--- src/sv/bfm_pkg.sv ---
`timescale 1ns / 1ps

package bfm_pkg;

    localparam int PIX_W       = 8;
    localparam int SIZE_W      = 6;
    localparam int COL_SUM_W   = 10;
    localparam int SUM_W       = 12;
    localparam int RECIP_W     = 13;
    localparam int PROD_W      = SUM_W + RECIP_W;
    localparam int RECIP_SHIFT = 14;

    localparam logic [RECIP_W-1:0] RECIP_4 = 13'd4096;
    localparam logic [RECIP_W-1:0] RECIP_6 = 13'd2731;
    localparam logic [RECIP_W-1:0] RECIP_9 = 13'd1821;

    typedef enum logic [1:0] {
        CNT_4,
        CNT_6,
        CNT_9
    } t_cnt;

    typedef enum logic [1:0] {
        ST_PIX,
        ST_EDGE,
        ST_FLUSH
    } t_state;

    typedef struct packed {
        logic [PIX_W-1:0] u;
        logic [PIX_W-1:0] m;
        logic [PIX_W-1:0] l;
    } t_col;

    typedef struct packed {
        logic l_ok;
        logic r_ok;
        logic use_u;
        logic run_last;
        logic frame_last;
    } t_win_ctl;

    function automatic logic [RECIP_W-1:0] recip(input t_cnt cnt);
        logic [RECIP_W-1:0] k;
        unique case (cnt)
            CNT_4:   k = RECIP_4;
            CNT_6:   k = RECIP_6;
            CNT_9:   k = RECIP_9;
            default: k = RECIP_4;
        endcase
        return k;
    endfunction

endpackage

--- src/sv/bfm_pix_if.sv ---
`timescale 1ns / 1ps

interface bfm_pix_if;
    logic                      valid;
    logic                      ready;
    logic [bfm_pkg::PIX_W-1:0] pixel_in;

    modport source (output valid, output pixel_in, input ready);
    modport sink   (input valid, input pixel_in, output ready);
endinterface

--- src/sv/bfm_res_if.sv ---
`timescale 1ns / 1ps

interface bfm_res_if;
    logic                      valid;
    logic                      ready;
    logic [bfm_pkg::PIX_W-1:0] pixel_out;
    logic                      run_last;
    logic                      frame_last;

    modport source (output valid, output pixel_out, output run_last, output frame_last,
                    input ready);
    modport sink   (input valid, input pixel_out, input run_last, input frame_last,
                    output ready);
endinterface

--- src/sv/bfm_cell.sv ---
`timescale 1ns / 1ps

module bfm_cell (
    input  logic          i_clk,
    input  logic          i_shift,
    input  bfm_pkg::t_col i_col,
    output bfm_pkg::t_col o_col
);

    bfm_pkg::t_col r_col;

    always_ff @(posedge i_clk) begin
        if (i_shift) begin
            r_col <= i_col;
        end
    end

    assign o_col = r_col;

endmodule

--- src/sv/bfm_mean.sv ---
`timescale 1ns / 1ps

module bfm_mean (
    input  logic              i_clk,
    input  logic              i_rst_n,
    input  logic              i_valid,
    input  bfm_pkg::t_col     i_left,
    input  bfm_pkg::t_col     i_ctr,
    input  bfm_pkg::t_col     i_right,
    input  bfm_pkg::t_win_ctl i_ctl,
    output logic              o_ready,
    bfm_res_if.source         o_res
);

    logic                            w_s2_free;
    logic                            w_s1_free;
    logic [bfm_pkg::COL_SUM_W-1:0]   w_sum_l;
    logic [bfm_pkg::COL_SUM_W-1:0]   w_sum_c;
    logic [bfm_pkg::COL_SUM_W-1:0]   w_sum_r;
    logic [bfm_pkg::SUM_W-1:0]       n_sum;
    bfm_pkg::t_cnt                   n_cnt;
    logic [bfm_pkg::PROD_W-1:0]      w_prod;

    logic                            r_s1_valid;
    logic [bfm_pkg::SUM_W-1:0]       r_s1_sum;
    bfm_pkg::t_cnt                   r_s1_cnt;
    logic                            r_s1_run;
    logic                            r_s1_frame;

    logic                            r_s2_valid;
    logic [bfm_pkg::PIX_W-1:0]       r_pix;
    logic                            r_run;
    logic                            r_frame;

    function automatic logic [bfm_pkg::COL_SUM_W-1:0] col_sum(input bfm_pkg::t_col c,
                                                             input logic use_u);
        logic [bfm_pkg::COL_SUM_W-1:0] s;
        s = bfm_pkg::COL_SUM_W'(c.m) + bfm_pkg::COL_SUM_W'(c.l);
        if (use_u) begin
            s = s + bfm_pkg::COL_SUM_W'(c.u);
        end
        return s;
    endfunction

    assign w_s2_free = !r_s2_valid || o_res.ready;
    assign w_s1_free = !r_s1_valid || w_s2_free;
    assign o_ready   = w_s1_free;

    always_comb begin
        w_sum_c = col_sum(i_ctr, i_ctl.use_u);
        w_sum_l = i_ctl.l_ok ? col_sum(i_left, i_ctl.use_u) : '0;
        w_sum_r = i_ctl.r_ok ? col_sum(i_right, i_ctl.use_u) : '0;
        n_sum   = bfm_pkg::SUM_W'(w_sum_c) + bfm_pkg::SUM_W'(w_sum_l)
                + bfm_pkg::SUM_W'(w_sum_r);
        if (i_ctl.l_ok && i_ctl.r_ok && i_ctl.use_u) begin
            n_cnt = bfm_pkg::CNT_9;
        end else if ((i_ctl.l_ok && i_ctl.r_ok) || i_ctl.use_u) begin
            n_cnt = bfm_pkg::CNT_6;
        end else begin
            n_cnt = bfm_pkg::CNT_4;
        end
    end

    assign w_prod = bfm_pkg::PROD_W'(r_s1_sum) * bfm_pkg::PROD_W'(bfm_pkg::recip(r_s1_cnt));

    always_ff @(posedge i_clk) begin
        if (!i_rst_n) begin
            r_s1_valid <= 1'b0;
            r_s2_valid <= 1'b0;
        end else begin
            if (w_s1_free) begin
                r_s1_valid <= i_valid;
            end
            if (w_s2_free) begin
                r_s2_valid <= r_s1_valid;
            end
        end
    end

    always_ff @(posedge i_clk) begin
        if (w_s1_free) begin
            r_s1_sum   <= n_sum;
            r_s1_cnt   <= n_cnt;
            r_s1_run   <= i_ctl.run_last;
            r_s1_frame <= i_ctl.frame_last;
        end
        if (w_s2_free) begin
            r_pix   <= w_prod[bfm_pkg::RECIP_SHIFT +: bfm_pkg::PIX_W];
            r_run   <= r_s1_run;
            r_frame <= r_s1_frame;
        end
    end

    assign o_res.valid      = r_s2_valid;
    assign o_res.pixel_out  = r_pix;
    assign o_res.run_last   = r_run;
    assign o_res.frame_last = r_frame;

endmodule

--- src/sv/box_filter_3x3_edge_mean_unit.sv ---
`timescale 1ns / 1ps
// 3x3 edge-aware box filter over a square image streamed in row-major order.
// i_pix: one 8-bit pixel per beat (valid/ready). o_res: smoothed pixels per beat,
// in row-major order, with run_last on the last result of an input pixel and
// frame_last on the final pixel of the frame.
// i_image_size_we/i_image_size: set the image side (clamped to 2..MAX_SIZE);
// a write also restarts the frame at row 0, column 0. Write only while idle.
// Throughput: one pixel per cycle unless the result stages stall; a pixel
// on the last column of rows 1 and up is followed by a right-edge result
// that takes no pixel, and the last pixel of the frame by a flush of the
// bottom row. This follows from the column ring: a chain of MAX_SIZE cells
// that advances one column per cycle while it shifts, and whose single tap
// feeds one window. A result passes two registered stages after the pixel
// or flush step that produced it (window sum stage, then reciprocal multiply
// into the output register). Reset: counters clear, size returns to 8,
// pipeline empties; the row storage is not cleared. When the receiver stalls,
// the two result stages fill and then i_pix.ready drops until a beat is taken.
module box_filter_3x3_edge_mean_unit #(
    parameter int MAX_SIZE = 32
) (
    input  logic                       i_clk,
    input  logic                       i_rst_n,
    input  logic                       i_image_size_we,
    input  logic [bfm_pkg::SIZE_W-1:0] i_image_size,
    bfm_pix_if.sink                    i_pix,
    bfm_res_if.source                  o_res
);

    localparam int CW    = $clog2(MAX_SIZE);
    localparam int RST_N = (8 > MAX_SIZE) ? MAX_SIZE : 8;

    bfm_pkg::t_state    r_state, n_state;
    logic [CW-1:0]      r_row, n_row;
    logic [CW-1:0]      r_col, n_col;
    logic [CW-1:0]      r_x, n_x;
    logic [CW-1:0]      r_last, n_last;
    logic               r_use_u, n_use_u;
    logic               r_flush, n_flush;

    bfm_pkg::t_col      w_cell [MAX_SIZE];
    bfm_pkg::t_col      w_head;
    bfm_pkg::t_col      w_tap;
    bfm_pkg::t_col      w_right;
    bfm_pkg::t_win_ctl  w_ctl;
    logic               w_shift;
    logic               w_win_valid;
    logic               w_mean_ready;
    logic               w_accept;
    logic [6:0]         w_size;

    assign w_tap    = w_cell[r_last];
    assign w_accept = i_pix.valid && i_pix.ready;
    assign i_pix.ready = (r_state == bfm_pkg::ST_PIX) && w_mean_ready;

    always_comb begin
        if (i_image_size < bfm_pkg::SIZE_W'(2)) begin
            w_size = 7'd2;
        end else if (int'(i_image_size) > MAX_SIZE) begin
            w_size = 7'(MAX_SIZE);
        end else begin
            w_size = 7'(i_image_size);
        end
    end

    genvar j;
    generate
        for (j = 0; j < MAX_SIZE; j++) begin : g_ring
            if (j == 0) begin : g_head
                bfm_cell u_cell (
                    .i_clk   (i_clk),
                    .i_shift (w_shift),
                    .i_col   (w_head),
                    .o_col   (w_cell[j])
                );
            end else begin : g_body
                bfm_cell u_cell (
                    .i_clk   (i_clk),
                    .i_shift (w_shift),
                    .i_col   (w_cell[j-1]),
                    .o_col   (w_cell[j])
                );
            end
        end
    endgenerate

    always_comb begin
        n_state     = r_state;
        n_row       = r_row;
        n_col       = r_col;
        n_x         = r_x;
        n_last      = r_last;
        n_use_u     = r_use_u;
        n_flush     = r_flush;
        w_shift     = 1'b0;
        w_win_valid = 1'b0;
        w_head      = '{u: w_tap.m, m: w_tap.l, l: i_pix.pixel_in};
        w_right     = w_tap;
        w_ctl       = '0;

        unique case (r_state)
            bfm_pkg::ST_PIX: begin
                w_right          = '{u: w_tap.m, m: w_tap.l, l: i_pix.pixel_in};
                w_ctl.l_ok       = (r_col != CW'(1));
                w_ctl.r_ok       = 1'b1;
                w_ctl.use_u      = (r_row > CW'(1));
                w_ctl.run_last   = (r_col != r_last);
                w_ctl.frame_last = 1'b0;
                if (w_accept) begin
                    w_shift     = 1'b1;
                    w_win_valid = (r_row != '0) && (r_col != '0);
                    if (r_col == r_last) begin
                        n_col = '0;
                        n_row = (r_row == r_last) ? '0 : r_row + CW'(1);
                        if (r_row != '0) begin
                            n_state = bfm_pkg::ST_EDGE;
                            n_use_u = (r_row > CW'(1));
                            n_flush = (r_row == r_last);
                        end
                    end else begin
                        n_col = r_col + CW'(1);
                    end
                end
            end
            bfm_pkg::ST_EDGE: begin
                w_head           = w_tap;
                w_ctl.l_ok       = 1'b1;
                w_ctl.r_ok       = 1'b0;
                w_ctl.use_u      = r_use_u;
                w_ctl.run_last   = !r_flush;
                w_ctl.frame_last = 1'b0;
                if (w_mean_ready) begin
                    w_win_valid = 1'b1;
                    w_shift     = r_flush;
                    n_x         = '0;
                    n_state     = r_flush ? bfm_pkg::ST_FLUSH : bfm_pkg::ST_PIX;
                end
            end
            bfm_pkg::ST_FLUSH: begin
                w_head           = w_tap;
                w_ctl.l_ok       = (r_x != '0);
                w_ctl.r_ok       = (r_x != r_last);
                w_ctl.use_u      = 1'b0;
                w_ctl.run_last   = (r_x == r_last);
                w_ctl.frame_last = (r_x == r_last);
                if (w_mean_ready) begin
                    w_win_valid = 1'b1;
                    w_shift     = 1'b1;
                    if (r_x == r_last) begin
                        n_state = bfm_pkg::ST_PIX;
                    end else begin
                        n_x = r_x + CW'(1);
                    end
                end
            end
            default: begin
                n_state = bfm_pkg::ST_PIX;
            end
        endcase

        if (i_image_size_we) begin
            n_last  = CW'(w_size - 7'd1);
            n_row   = '0;
            n_col   = '0;
            n_state = bfm_pkg::ST_PIX;
        end
    end

    always_ff @(posedge i_clk) begin
        if (!i_rst_n) begin
            r_state <= bfm_pkg::ST_PIX;
            r_row   <= '0;
            r_col   <= '0;
            r_x     <= '0;
            r_last  <= CW'(RST_N - 1);
            r_use_u <= 1'b0;
            r_flush <= 1'b0;
        end else begin
            r_state <= n_state;
            r_row   <= n_row;
            r_col   <= n_col;
            r_x     <= n_x;
            r_last  <= n_last;
            r_use_u <= n_use_u;
            r_flush <= n_flush;
        end
    end

    bfm_mean u_mean (
        .i_clk   (i_clk),
        .i_rst_n (i_rst_n),
        .i_valid (w_win_valid),
        .i_left  (w_cell[1]),
        .i_ctr   (w_cell[0]),
        .i_right (w_right),
        .i_ctl   (w_ctl),
        .o_ready (w_mean_ready),
        .o_res   (o_res)
    );

endmodule
--- src/flat_wrapper.sv ---
// flat-port wrapper written by rule: the top's interface ports become plain ports
module box_filter_3x3_edge_mean_unit_flat 
#(
    parameter int MAX_SIZE = 32
)
  (i_clk, i_rst_n, i_image_size_we, i_image_size, i_pix_valid, i_pix_pixel_in, i_pix_ready, o_res_valid, o_res_pixel_out, o_res_run_last, o_res_frame_last, o_res_ready);
  bfm_pix_if i_pix_i ();
  bfm_res_if o_res_i ();
  input  logic i_clk;
  input  logic i_rst_n;
  input  logic i_image_size_we;
  input  logic [bfm_pkg::SIZE_W-1:0] i_image_size;
  input wire logic [$bits(i_pix_i.valid)-1:0] i_pix_valid;
  input wire logic [$bits(i_pix_i.pixel_in)-1:0] i_pix_pixel_in;
  output wire logic [$bits(i_pix_i.ready)-1:0] i_pix_ready;
  output wire logic [$bits(o_res_i.valid)-1:0] o_res_valid;
  output wire logic [$bits(o_res_i.pixel_out)-1:0] o_res_pixel_out;
  output wire logic [$bits(o_res_i.run_last)-1:0] o_res_run_last;
  output wire logic [$bits(o_res_i.frame_last)-1:0] o_res_frame_last;
  input wire logic [$bits(o_res_i.ready)-1:0] o_res_ready;
  assign i_pix_i.valid = i_pix_valid;
  assign i_pix_i.pixel_in = i_pix_pixel_in;
  assign i_pix_ready = i_pix_i.ready;
  assign o_res_valid = o_res_i.valid;
  assign o_res_pixel_out = o_res_i.pixel_out;
  assign o_res_run_last = o_res_i.run_last;
  assign o_res_frame_last = o_res_i.frame_last;
  assign o_res_i.ready = o_res_ready;
  box_filter_3x3_edge_mean_unit #(.MAX_SIZE(MAX_SIZE)) u_core (.i_clk(i_clk), .i_rst_n(i_rst_n), .i_image_size_we(i_image_size_we), .i_image_size(i_image_size), .i_pix(i_pix_i), .o_res(o_res_i));
endmodule
--- config.mk ---
export PLATFORM = sky130hd
export DESIGN_NAME = box_filter_3x3_edge_mean_unit_flat
export DESIGN_NICKNAME = d
export VERILOG_FILES = /design/src/sv/bfm_pkg.sv /design/src/sv/bfm_pix_if.sv /design/src/sv/bfm_res_if.sv /design/src/sv/bfm_cell.sv /design/src/sv/bfm_mean.sv /design/src/sv/box_filter_3x3_edge_mean_unit.sv /design/src/flat_wrapper.sv
export SDC_FILE = /design/constraint.sdc
export NUM_CORES = 1
export LEC_CHECK = 0
export BUFFER_PORTS_ARGS = -buffer_cell sky130_fd_sc_hd__buf_4
export CORE_MARGIN = 3
export CORE_UTILIZATION = 35
export DETAILED_ROUTE_END_ITERATION = 12
export PLACE_DENSITY_LB_ADDON = 0.1
export SLEW_MARGIN = 0
export SYNTH_ARGS = -nofsm -noshare
export SYNTH_HDL_FRONTEND = slang
export SYNTH_SLANG_ARGS = --single-unit
--- constraint.sdc ---
create_clock -name i_clk -period 55.9 [get_ports i_clk]
set_clock_uncertainty 0.05 [all_clocks]
set_input_delay 8.385 -clock i_clk [delete_from_list [all_inputs] [get_ports i_clk]]
set_output_delay 8.385 -clock i_clk [all_outputs]
set_load 0.03 [all_outputs]
==> flow_summary.json <==
{
  "outcome": "finished, final reports clean",
  "comb_power_share": 0.393,
  "grt_pass1_vias": 21528,
  "path_clk_slew_ps": 50,
  "routedWlPerCell_um": 22.1,
  "internal_power_mw": 1.49,
  "max_cap_viol_count": 0,
  "dieWidth_um": 339,
  "holdBufCountCts": 0,
  "dr.first_iter.drc_count": 1518,
  "synthFlopType": "edfxtp_1",
  "clock_path_buffers": 3,
  "drive_gt1_frac": 0.162,
  "tightest_slew_ps": 1190,
  "cts_num_sinks": 820,
  "synth_edf_count": 794,
  "worstSetupStartpointType": "primary input",
  "fin_util": 0.397,
  "finalHoldViolCount": 0,
  "maxSlewHeadroom": 0.208,
  "ios": 31,
  "drt-total-wl_mm": 88.0,
  "cts_resized": 0,
  "antenna_found_initial": 3,
  "drc": 0,
  "clock_latency_ps": 670,
  "track_usage": 0.152,
  "cts_setup_buffers": 0,
  "dp_hpwl_mm": 56.4,
  "worst-path-max-fanout": 23,
  "synth-seq-cells": 820,
  "cp.arrival_ps": 9550,
  "syn_area_per_cell_sq_um": 16.2,
  "max_clock_freq_mhz": 55.6,
  "die_h_um": 339,
  "period_minus_slack_ps": 17990,
  "netlist_area_sq_mm": 0.0387,
  "place.gp.congestion": 0.811,
  "pwr-share-clk": 0.263,
  "nets": 2691,
  "swShare": 0.339,
  "grt.overflow.total": 0,
  "core_area_sq_mm": 0.109,
  "required_ps": 47470,
  "async_flop_share": 0,
  "grt_setup_unrepaired": "false",
  "port_buffers": 30,
  "finalPower_mw": 2.26,
  "ant_nets": 0,
  "netlist_instances": 2387,
  "setup_tns_ps": 0,
  "maxSlewViolCount": 0,
  "placementRows": 121,
  "initial_core_util": 0.354,
  "whs_path_depth": 0,
  "total_leakage_power_nw": 16.3,
  "synth.lib_cells_used.distinct": 81,
  "setup_viol": 0,
  "yosysWarningCount": 0,
  "htree_levels": 3,
  "cp-end-kind": "primary output",
  "power.switching_uw": 766,
  "hold_class": "reg -> reg",
  "p_seq_frac": 0.344,
  "root_buffer": "clkbuf_16",
  "rrSetupSlack_ps": 47550,
  "r2r_end": "u_core.u_mean.r_s1_sum[10]",
  "cts_buffers": 90,
  "syn_to_final_growth_pct": 12.1,
  "cts_tree": "done",
  "path_class": "in -> out",
  "min_from": "u_core.u_mean.r_s1_frame",
  "via_count": 20576,
  "first_pass_iters": 5,
  "diodes": 0,
  "vdd_drop_max_uv": 77.1,
  "grt_pass1_wl_mm": 135,
  "worst_hold_slack_ps": 373,
  "r2r_start": "u_core.r_last[2]",
  "synth_nets": 2637,
  "vias_per_cell": 5.16,
  "grt_max_degree": 197,
  "seq_area_frac_synth": 0.629,
  "reg2regPathDepth": 24,
  "whs_endpoint": "u_core.u_mean.o_res.frame_last",
  "dieArea_sq_mm": 0.115,
  "p_per_area_mw_per_mm2": 52.1,
  "min_period_over_period": 0.322
}
## cell usage in the layout (no fill, tap or decap), types with 36 or more instances in the layout
cell type  netlist  layout
xnor2_1         42      42
a221oi_1        36      36
ha_1           131     130
edfxtp_1       794     794
clkbuf_16        0      90
mux2i_1        129     129
buf_4           17      61
mux2_2          77      77
inv_1          181     181
mux4_2         104     104
nand2_1         44      44
a21oi_1         63      63
fa_1           100     100
a22oi_1         89      89
nor2_1          86      84
## synthesized netlist by cell type, types with 21 or more instances
| cell | count | area share |
|---|---|---|
| mux2_2 | 77 | 0.022 |
| ha_1 | 131 | 0.042 |
| buf_2 | 40 | 0.0052 |
| nor2_1 | 86 | 0.0083 |
| nor2b_1 | 36 | 0.0058 |
| mux4_2 | 104 | 0.060 |
| mux2i_1 | 129 | 0.033 |
| xor2_1 | 30 | 0.0068 |
| xnor2_1 | 42 | 0.0095 |
| nor3_1 | 22 | 0.0028 |
| edfxtp_1 | 794 | 0.62 |
| fa_1 | 100 | 0.052 |
| a221oi_1 | 36 | 0.0081 |
| a21oi_1 | 63 | 0.0081 |
| nand3_1 | 24 | 0.0031 |
| nand2_1 | 44 | 0.0043 |
| clkbuf_1 | 21 | 0.0020 |
| a22oi_1 | 89 | 0.017 |
| dfxtp_1 | 26 | 0.013 |
| o22ai_1 | 35 | 0.0057 |
| o21ai_0 | 35 | 0.0045 |
| inv_1 | 181 | 0.018 |
| and3_1 | 23 | 0.0037 |
| and2_1 | 35 | 0.0057 |
## worst max-delay path, cell delays in order
cell	delay (ps)
buf_4	110
nand3b_2	540
and2_1	350
buf_4	160
## registers in the layout, indices dropped and copies added, names as in the netlist, 2 cells and up
| register | cells |
|---|---|
| u_core.g_ring.g_head.u_cell.o_col | 24 |
| u_core.r_state | 2 |
| u_core.g_ring.g_body.u_cell.o_col | 744 |
| u_core.u_mean.r_s1_cnt | 2 |
| u_core.r_col | 5 |
| u_core.r_x | 5 |
| u_core.r_row | 5 |
| u_core.r_last | 5 |
| u_core.u_mean.r_s1_sum | 12 |
| u_core.u_mean.o_res.pixel_out | 8 |
## power by group through the flow
stage	registers, mW	logic [mW]	clock network [mW]
global placement	0.789	0.889	0
global route	0.783	1.03	0.642
CTS	0.779	0.907	0.617
floorplan	0.811	0.685	0
detailed placement	0.791	0.901	0
finish	0.778	0.888	0.595
## cell type report
class / instances / area (sq um)
flip-flops and latches: 820 / 24400
inverters: 182 / 683
fillers: 10058 / 65900
multi-input cells: 1285 / 13100
clock buffers: 110 / 2370
well taps: 1476 / 1850
clock inverters: 53 / 593
repair buffers: 62 / 478
## layer usage
layer / routed length [um] / GRT usage / vias to the layer above
met5: 29 / 0 / -
met4: 2540 / 0.0506 / 4
met3: 4250 / 0.0301 / 143
met2: 39800 / 0.233 / 423
met1: 41400 / 0.218 / 10686
li1: - / - / 9320
## worst max-delay path by stage
stage	from	to	slack, ps	cells after the start
finish	o_res_ready	i_pix_ready	37910	4
detailed placement	o_res_ready	i_pix_ready	37870	4
CTS	o_res_ready	i_pix_ready	37870	4
global placement	o_res_ready	i_pix_ready	37890	4
floorplan	o_res_ready	u_core.g_ring[0].g_head.u_cell.o_col[0]	13000	5
global route	o_res_ready	i_pix_ready	37780	4
## per-stage QoR
step | std cells | instance area [sq um] | setup WS [ps]
after detailed placement | 3825 | 40400 | 37870
after global routing | 3988 | 43400 | 37780
after floorplan | 2387 | 38700 | 13000
after CTS | 3988 | 43400 | 37870
final | 3988 | 43400 | 37910
after global placement | 3825 | 40400 | 37890
## kinds of logic after synthesis
logic type	synth area share
xor+xnor	0.0167
compound gates	0.0611
buf+inv	0.0345
flops	0.629
mux	0.120
simple gates	0.0443
fa+ha+maj	0.0940
(Power assumes the default switching activity.)
